--- config.mk ---
export PLATFORM = sky130hd
export DESIGN_NAME = kch_ctrl
export DESIGN_NICKNAME = d
export VERILOG_FILES = /design/src/kch_pkg.sv /design/src/kch_ctrl.sv
export SDC_FILE = /design/constraint.sdc
export NUM_CORES = 1
export LEC_CHECK = 0
export ABC_AREA = 0
export ABC_CLOCK_PERIOD_IN_PS = 3000
export BUFFER_PORTS_ARGS = -buffer_cell sky130_fd_sc_hd__buf_2
export CAP_MARGIN = 25
export CORE_AREA = 2 2 39 41
export DETAILED_ROUTE_END_ITERATION = 16
export DIE_AREA = 0 0 41 43
export GPL_ROUTABILITY_DRIVEN = 0
export PLACE_DENSITY = 0.36
export SLEW_MARGIN = 20
export SYNTH_ARGS = -nofsm -noshare
export SYNTH_HDL_FRONTEND = slang
export SYNTH_SLANG_ARGS = --single-unit
--- constraint.sdc ---
create_clock -name clk_i -period 3 [get_ports clk_i]
set_input_delay 0 -clock clk_i [delete_from_list [all_inputs] [get_ports clk_i]]
set_output_delay 0 -clock clk_i [all_outputs]
set_load 0.02 [all_outputs]
--- src/kch_pkg.sv ---
// Package with the shared constants, payload types and control types of the k-mer counter.
package kch_pkg;

  // K-mer length and the widths that follow from it.
  localparam int unsigned KMER_LEN  = 11;
  localparam int unsigned PAT_BITS  = 2 * KMER_LEN;
  localparam int unsigned CNT_W     = 16;
  localparam int unsigned BASES_W   = 4;
  localparam int unsigned CHAR_W    = 8;
  localparam int unsigned CODE_W    = 2;

  // Count limit after reset.
  localparam logic [CNT_W-1:0] LIMIT_RESET = 16'd16384;

  // Item kinds.
  localparam logic KIND_BASE = 1'b0;
  localparam logic KIND_READ = 1'b1;

  // ASCII characters that have their own codes.
  localparam logic [CHAR_W-1:0] CHAR_A = 8'h61;
  localparam logic [CHAR_W-1:0] CHAR_C = 8'h63;
  localparam logic [CHAR_W-1:0] CHAR_G = 8'h67;

  // Two-bit nucleotide codes.
  localparam logic [CODE_W-1:0] CODE_T = 2'd0;
  localparam logic [CODE_W-1:0] CODE_C = 2'd1;
  localparam logic [CODE_W-1:0] CODE_A = 2'd2;
  localparam logic [CODE_W-1:0] CODE_G = 2'd3;

  // Input item.
  typedef struct packed {
    logic                kind;
    logic [CHAR_W-1:0]   base_char;
    logic                seq_start;
    logic [PAT_BITS-1:0] read_pattern;
  } kch_in_t;

  // Result item.
  typedef struct packed {
    logic [PAT_BITS-1:0] pattern_code;
    logic [CNT_W-1:0]    pattern_count;
    logic                window_full;
    logic                at_limit;
  } kch_out_t;

  // Commands from the controller to the datapath.
  typedef struct packed {
    logic load;
    logic lookup;
    logic update;
    logic clear;
  } kch_cmd_t;

  // Status from the datapath to the controller.
  typedef struct packed {
    logic clear_last;
  } kch_status_t;

  // Map an ASCII character to its code; anything unknown counts as t.
  function automatic logic [CODE_W-1:0] nucleotide_code(input logic [CHAR_W-1:0] ch);
    logic [CODE_W-1:0] code;
    case (ch)
      CHAR_C:  code = CODE_C;
      CHAR_A:  code = CODE_A;
      CHAR_G:  code = CODE_G;
      default: code = CODE_T;
    endcase
    return code;
  endfunction

endpackage

--- src/kch_ctrl.sv ---
// Controller state machine of the k-mer counter: table clearing and item sequencing.
module kch_ctrl (
  input  logic                 clk_i,
  input  logic                 rst_ni,
  input  logic                 start,
  output logic                 busy,
  input  kch_pkg::kch_status_t status_i,
  output kch_pkg::kch_cmd_t    cmd_o
);

  typedef enum logic [3:0] {
    ST_CLEAR  = 4'b0001,
    ST_IDLE   = 4'b0010,
    ST_LOOKUP = 4'b0100,
    ST_UPDATE = 4'b1000
  } state_e;

  state_e state_q, state_d;

  // Next state and commands.
  always_comb begin
    state_d = state_q;
    cmd_o   = '0;
    case (state_q)
      ST_CLEAR: begin
        cmd_o.clear = 1'b1;
        if (status_i.clear_last) begin
          state_d = ST_IDLE;
        end
      end
      ST_IDLE: begin
        if (start) begin
          cmd_o.load = 1'b1;
          state_d    = ST_LOOKUP;
        end
      end
      ST_LOOKUP: begin
        cmd_o.lookup = 1'b1;
        state_d      = ST_UPDATE;
      end
      ST_UPDATE: begin
        cmd_o.update = 1'b1;
        state_d      = ST_IDLE;
      end
      default: begin
        state_d = ST_CLEAR;
      end
    endcase
  end

  // State register; reset starts the clearing pass.
  always_ff @(posedge clk_i or negedge rst_ni) begin
    if (!rst_ni) begin
      state_q <= ST_CLEAR;
    end else begin
      state_q <= state_d;
    end
  end

  assign busy = (state_q != ST_IDLE);

endmodule

==> results.py, run 1 <==
metrics = {
    "drt": {
        "vias": 230,
        "route.detailed.vias_per_inst": 4.42,
        "route.detailed.wl_per_inst_um": 10.9,
        "route.final.wire_length_um": 565,
        "antenna_violating_nets_post_route": 0,
        "drt_first_iter_violations": 6,
        "drc_violations_left": 0,
        "detailedRoute.firstPassIterationCount": 2,
    },
    "synthesis": {
        "ys_seq_elements": 4,
        "avgSynthCellArea_um2": 9.72,
        "synth_cell_types": 15,
        "synth.yosys.seq_area_share_pct": 40.1,
        "synthesis.instances": 26,
        "syn_nets": 30,
        "number_of_warnings_reported_in_the_yosys_synthesis_log": 0,
        "syn_area_um2": 253,
    },
    "floorplanning": {
        "rows": 14,
        "initial_utilization_pct": 18.3,
        "die_area_mm2": 0.00176,
        "design.portCount": 9,
        "die_h_um": 43,
        "core_mm2": 0.00138,
        "floorplan.die.width_um": 41,
    },
    "timing": {
        "worst_slew_pin_slew_ns": 0.279,
        "relative_slew_slack_pct": 81.4,
        "worst_clock_skew_ns": 0.00148,
        "rsz0062_at_grt": "false",
        "min_period_over_period_pct": 43.5,
        "timing.final.setup_violations": 0,
        "timing.fmax_ghz": 0.766,
        "final_critical_path_setup_slack_ns": 1.69,
        "slew_violations": 0,
        "setup_tns_final_ns": 0,
        "finalCriticalPeriod_ns": 1.31,
        "final_hold_viol_count": 0,
    },
    "global_route": {
        "globalRoute.totalOverflow": 0,
        "grt_pass1_wl_um": 869,
        "number_of_antenna_violations_at_the_first_check_in_global_routing": 0,
        "gr-usage-all-layers_pct": 8.06,
        "grt_start_max_net_pins": 11,
        "grt_pass1_vias": 192,
    },
    "setup_path": {
        "critPathRequiredTime_ns": 3.00,
        "critical_path.startpoint": "state_q[0]",
        "critical_path.endpoint_type": "primary output",
        "start_kind": "flop",
        "r2r-end": "state_q[0]",
        "critical_path_class": "reg -> out",
        "r2r_setup_slack_ns": 1.97,
        "critical_path_peak_fanout": 8,
        "critical_path.cell_chain": "nor4b_1, buf_2",
        "critPathTopFamily": "flip-flops",
        "timing.rr.start": "state_q[0]",
        "crit_path_top_delay_cell": "dfstp_2",
        "worst-path-stages": 2,
        "worst_setup_path_endpoint": "cmd_o[0]",
        "r2r_cells": 2,
        "cp_slowest_stage_delay_ns": 0.60,
        "critical_path_arrival_ns": 1.31,
        "cp_num_buf_inv": 1,
    },
    "finish": {
        "mostFrequentLayoutCells": "buf_2 (8), nor4b_1 (4)",
        "reg.largest.list": "state_q x4",
        "layout-drive-gt1-share_pct": 36.1,
        "final_nets": 41,
        "fill_cell_count": 157,
        "sequential_cell_area_um2": 101,
        "regMostFlops": "state_q",
        "final_common_cell": "buf_2",
        "syn2layout_area_growth_pct": 27.2,
        "n_antenna_cell": 0,
        "multi_input_comb_area_um2": 124,
        "max_reg_flops": 4,
    },
    "pwr": {
        "power.leakage_uw": 0.000147,
        "p_sw_share_pct": 38.9,
        "p_comb_share_pct": 33.7,
        "power.net_switching_uw": 108,
        "post-layout-total-power_uw": 278,
        "power.internal_uw": 170,
        "seqPwrFrac_pct": 38.6,
        "power.clock.fraction_pct": 27.7,
        "power_density_mw_per_mm2": 866,
        "ir_worst_vdd_v": 0.000174,
    },
    "placement": {
        "port_buffer_count": 8,
        "dp_worst_setup_slack_ns": 1.97,
        "dp_hpwl_um": 387,
    },
    "clock_tree": {
        "clock_tree_from_tritoncts": "yes",
        "cts_max_path_buffers": 2,
        "cts_inserted_buffers": 3,
        "postCtsSetupBuffers": 0,
        "clk_transition_reported_paths_ns": 0.04,
        "clock-sinks": 4,
        "htree_levels": 1,
        "clock_insertion_delay_worst_skew_ns": 0.24,
        "cts-root-buf": "clkbuf_4",
    },
    "status": {
        "outcome": "complete, no violations",
    },
    "run": {
        "cap_viol_max_count": 0,
    },
    "min_path": {
        "worstHoldPathType": "in -> reg",
    },
}
## synth_stat cells
| cell type | number | area (µm²) |
|---|---|---|
| and3_1 | 2 | 12.5 |
| a31oi_1 | 1 | 6.26 |
| buf_6 | 2 | 22.5 |
| o21ai_0 | 1 | 5.00 |
| nand4bb_1 | 1 | 11.3 |
| o21ai_1 | 1 | 5.00 |
| nand2_1 | 3 | 11.3 |
| buf_2 | 1 | 5.00 |
| nor4b_1 | 4 | 35.0 |
| dfrtp_1 | 3 | 75.1 |
| o22a_1 | 1 | 8.76 |
| nor2_1 | 3 | 11.3 |
| dfstp_2 | 1 | 26.3 |
| nor2b_2 | 1 | 8.76 |
| xor2_1 | 1 | 8.76 |
## power by group through the flow
stage | registers [µW] | clock network (µW) | logic, µW
5_1_grt | 112 | 82.1 | 104
3_3_place_gp | 107 | 0 | 93.0
6_report | 108 | 77.1 | 93.8
3_5_place_dp | 108 | 0 | 92.7
2_1_floorplan | 86.1 | 0 | 93.9
4_1_cts | 107 | 79.1 | 94.9
## cell families (layout without fill, tap and decap cells)
kind of cell    Yosys count  in the layout  synth area share, %
buf+inv                   3             13                 10.9
compound gates            4              4                 9.90
flops                     4              4                 40.1
simple gates             14             14                 35.6
xor+xnor                  1              1                 3.47
## through the flow
step	util (%)	area [µm²]	instances	hold slack (ns)
floorplan	-	253	26	-0.296
global placement	20.6	285	47	-0.185
detailed placement	20.6	285	47	-0.189
CTS	23.2	322	52	0.0331
global route	23.2	322	52	0.0385
finish	23.2	322	52	0.0369
## routing by layer
| metal | vias up | routed length, µm | track usage (%) |
|---|---|---|---|
| met5 | - | 0 | 0 |
| met4 | 0 | 16 | 12.0 |
| met3 | 2 | 24 | 2.09 |
| met2 | 6 | 257 | 8.44 |
| met1 | 108 | 267 | 10.1 |
| li1 | 114 | - | - |
## final cells by class
class | instances | share of cell area [%]
repair buffers | 9 | 15.6
well taps | 16 | 6.23
flip-flops and latches | 4 | 31.5
clock buffers | 4 | 8.17
multi-input cells | 19 | 38.5
## worst min path at each step
stage | from | to | slack, ns | cells past startpoint
3_5_place_dp | rst_ni | state_q[1] | -0.19 | 1
2_1_floorplan | rst_ni | state_q[1] | -0.30 | 0
6_report | start | state_q[2] | 0.04 | 2
4_1_cts | start | state_q[2] | 0.03 | 2
3_3_place_gp | rst_ni | state_q[1] | -0.19 | 1
5_1_grt | start | state_q[2] | 0.04 | 2
## timing repair
item | in CTS | in global routing
endpoints found under the hold margin | 4 | 0
gates resized for setup | 0 | 0
hold buffers | 1 | 0
No activity file was read; power rests on OpenSTA's default activity.
==> run 2, diff against run 1 <==
--- a/config.mk
+++ b/config.mk
@@ -6,14 +6,14 @@
 export NUM_CORES = 1
 export LEC_CHECK = 0
 export ABC_AREA = 0
-export ABC_CLOCK_PERIOD_IN_PS = 3000
+export ABC_CLOCK_PERIOD_IN_PS = 1200
 export BUFFER_PORTS_ARGS = -buffer_cell sky130_fd_sc_hd__buf_2
 export CAP_MARGIN = 25
 export CORE_AREA = 2 2 39 41
 export DETAILED_ROUTE_END_ITERATION = 16
 export DIE_AREA = 0 0 41 43
 export GPL_ROUTABILITY_DRIVEN = 0
-export PLACE_DENSITY = 0.36
+export PLACE_DENSITY = 0.37
 export SLEW_MARGIN = 20
 export SYNTH_ARGS = -nofsm -noshare
 export SYNTH_HDL_FRONTEND = slang
==> constraint.sdc (replaced) <==
create_clock -name clk_i -period 1.2 [get_ports clk_i]
set_input_delay 0 -clock clk_i [delete_from_list [all_inputs] [get_ports clk_i]]
set_output_delay 0 -clock clk_i [all_outputs]
set_load 0.02 [all_outputs]
==> results.py, run 2 (same netlist as run 1, synthesis figures left out) <==
metrics = {
    "timing": {
        "timing.final.setup_violations": 0,
        "timing.fmax_ghz": 0.838,
        "worst_clock_skew_ns": 0.00514,
        "final_critical_path_setup_slack_ns": 0.00643,
        "finalCriticalPeriod_ns": 1.19,
        "relative_slew_slack_pct": 81.6,
        "min_period_over_period_pct": 99.5,
        "rsz0062_at_grt": "true",
        "slew_violations": 0,
        "final_hold_viol_count": 0,
        "worst_slew_pin_slew_ns": 0.273,
    },
    "placement": {
        "dp_hpwl_um": 381,
        "dp_worst_setup_slack_ns": 0.151,
        "placed_cells_incl_taps": 47,
        "postPlaceCellArea_um2": 292,
        "port_buffer_count": 8,
    },
    "setup_path": {
        "worst_setup_path_endpoint": "cmd_o[0]",
        "critPathRequiredTime_ns": 1.20,
        "r2r-end": "state_q[0]",
        "critical_path_peak_fanout": 5,
        "timing.rr.start": "state_q[0]",
        "critical_path.endpoint_type": "primary output",
        "critical_path.startpoint": "state_q[0]",
        "start_kind": "flop",
        "critical_path.cell_chain": "nor4b_2, buf_4",
        "r2r_cells": 3,
        "crit_path_top_delay_cell": "dfstp_2",
        "critical_path_class": "reg -> out",
        "r2r_setup_slack_ns": 0.05,
        "critical_path_arrival_ns": 1.19,
        "cp_slowest_stage_delay_ns": 0.58,
    },
    "clock_tree": {
        "clock_tree_from_tritoncts": "yes",
        "clock-sinks": 4,
        "clock_insertion_delay_worst_skew_ns": 0.24,
        "cts_inserted_buffers": 3,
        "cts_max_path_buffers": 2,
        "htree_levels": 1,
        "clk_transition_reported_paths_ns": 0.04,
        "cts-root-buf": "clkbuf_4",
    },
    "pwr": {
        "ir_worst_vdd_v": 0.000552,
        "power_density_mw_per_mm2": 2150,
        "power.leakage_uw": 0.000153,
    },
    "drt": {
        "drc_violations_left": 0,
        "antenna_violating_nets_post_route": 0,
        "detailedRoute.firstPassIterationCount": 4,
        "route.detailed.vias_per_inst": 4.32,
        "vias": 229,
        "route.detailed.wl_per_inst_um": 10.8,
        "route.final.wire_length_um": 571,
        "drt_first_iter_violations": 2,
    },
    "status": {
        "outcome": "complete, no violations",
    },
    "floorplanning": {
        "design.portCount": 9,
        "floorplan.die.width_um": 41,
        "die_h_um": 43,
        "initial_utilization_pct": 18.3,
        "rows": 14,
        "die_area_mm2": 0.00176,
        "core_mm2": 0.00138,
    },
    "finish": {
        "mostFrequentLayoutCells": "buf_2 (6), nand2_1 (3), nor4b_1 (3), clkbuf_4 (3), dfrtp_2 (3)",
        "final_design_area_no_fill_um2": 360,
        "utilization_pct": 26.0,
        "reg.largest.list": "state_q x4",
        "max_reg_flops": 4,
        "layout-drive-gt1-share_pct": 54.1,
        "final_common_cell": "buf_2",
        "syn2layout_area_growth_pct": 42.6,
        "final_nets": 42,
        "regMostFlops": "state_q",
        "n_antenna_cell": 0,
        "fin_cells": 53,
    },
    "global_route": {
        "grt_pass1_wl_um": 938,
        "grt_start_max_net_pins": 11,
        "number_of_antenna_violations_at_the_first_check_in_global_routing": 0,
        "grt_pass1_vias": 246,
        "gr-usage-all-layers_pct": 8.68,
        "globalRoute.totalOverflow": 0,
    },
    "run": {
        "cap_viol_max_count": 0,
    },
    "min_path": {
        "worstHoldPathType": "in -> reg",
    },
}
==> run 2: layer usage <==
metal / vias to the layer above / wire (µm) / track usage [%]
met3: 0 / 26 / 1.57
li1: 114 / - / -
met5: - / 0 / 0
met2: 8 / 312 / 11.6
met1: 107 / 233 / 9.15
met4: 0 / 0 / 12.0
==> run 2: what timing repair did <==
item                                   in CTS  in global routing
endpoints found under the hold margin       4                  0
buffers inserted                            1                  0
hold buffers                                1                  0
setup endpoints to repair                   4                  4
resized for setup                           4                  5
==> run 2: cell type report <==
class / count / area (µm²)
tap: 16 / 20.0
sequential: 4 / 105
timing repair buffer: 10 / 66.3
clock buffer: 4 / 26.3
multi-input combinational: 19 / 143
fill: 150 / 1020
==> run 2: per-stage QoR <==
stage / hold slack, ns / TNS [ns] / power (µW)
2_1_floorplan: -0.296 / -0.124 / 464
3_3_place_gp: -0.192 / 0 / 517
3_5_place_dp: -0.194 / 0 / 517
4_1_cts: 0.0263 / -0.00560 / 754
5_1_grt: 0.0416 / -0.221 / 828
6_report: 0.0352 / 0 / 774
==> run 2: report_power, final <==
part           total [µW]  internal [µW]  switching [µW]  leakage (µW)
logic                 314            176             138     0.0000911
registers             275            190            85.3     0.0000465
clock network         185            125            60.3     0.0000150
==> run 2: worst min path at each step <==
stage	start	endpoint	slack, ns	cells after the start
final	start	state_q[2]	0.04	2
after global routing	start	state_q[2]	0.04	2
after CTS	start	state_q[2]	0.03	2
after detailed placement	rst_ni	state_q[3]	-0.19	1
after global placement	rst_ni	state_q[2]	-0.19	1
after floorplan	rst_ni	state_q[1]	-0.30	0
==> run 2: critical path: cells and delay by family, from the launching register on <==
kind          cells  cell delay, ns
flops             1            0.58
simple gates      1            0.20
buf+inv           1            0.18
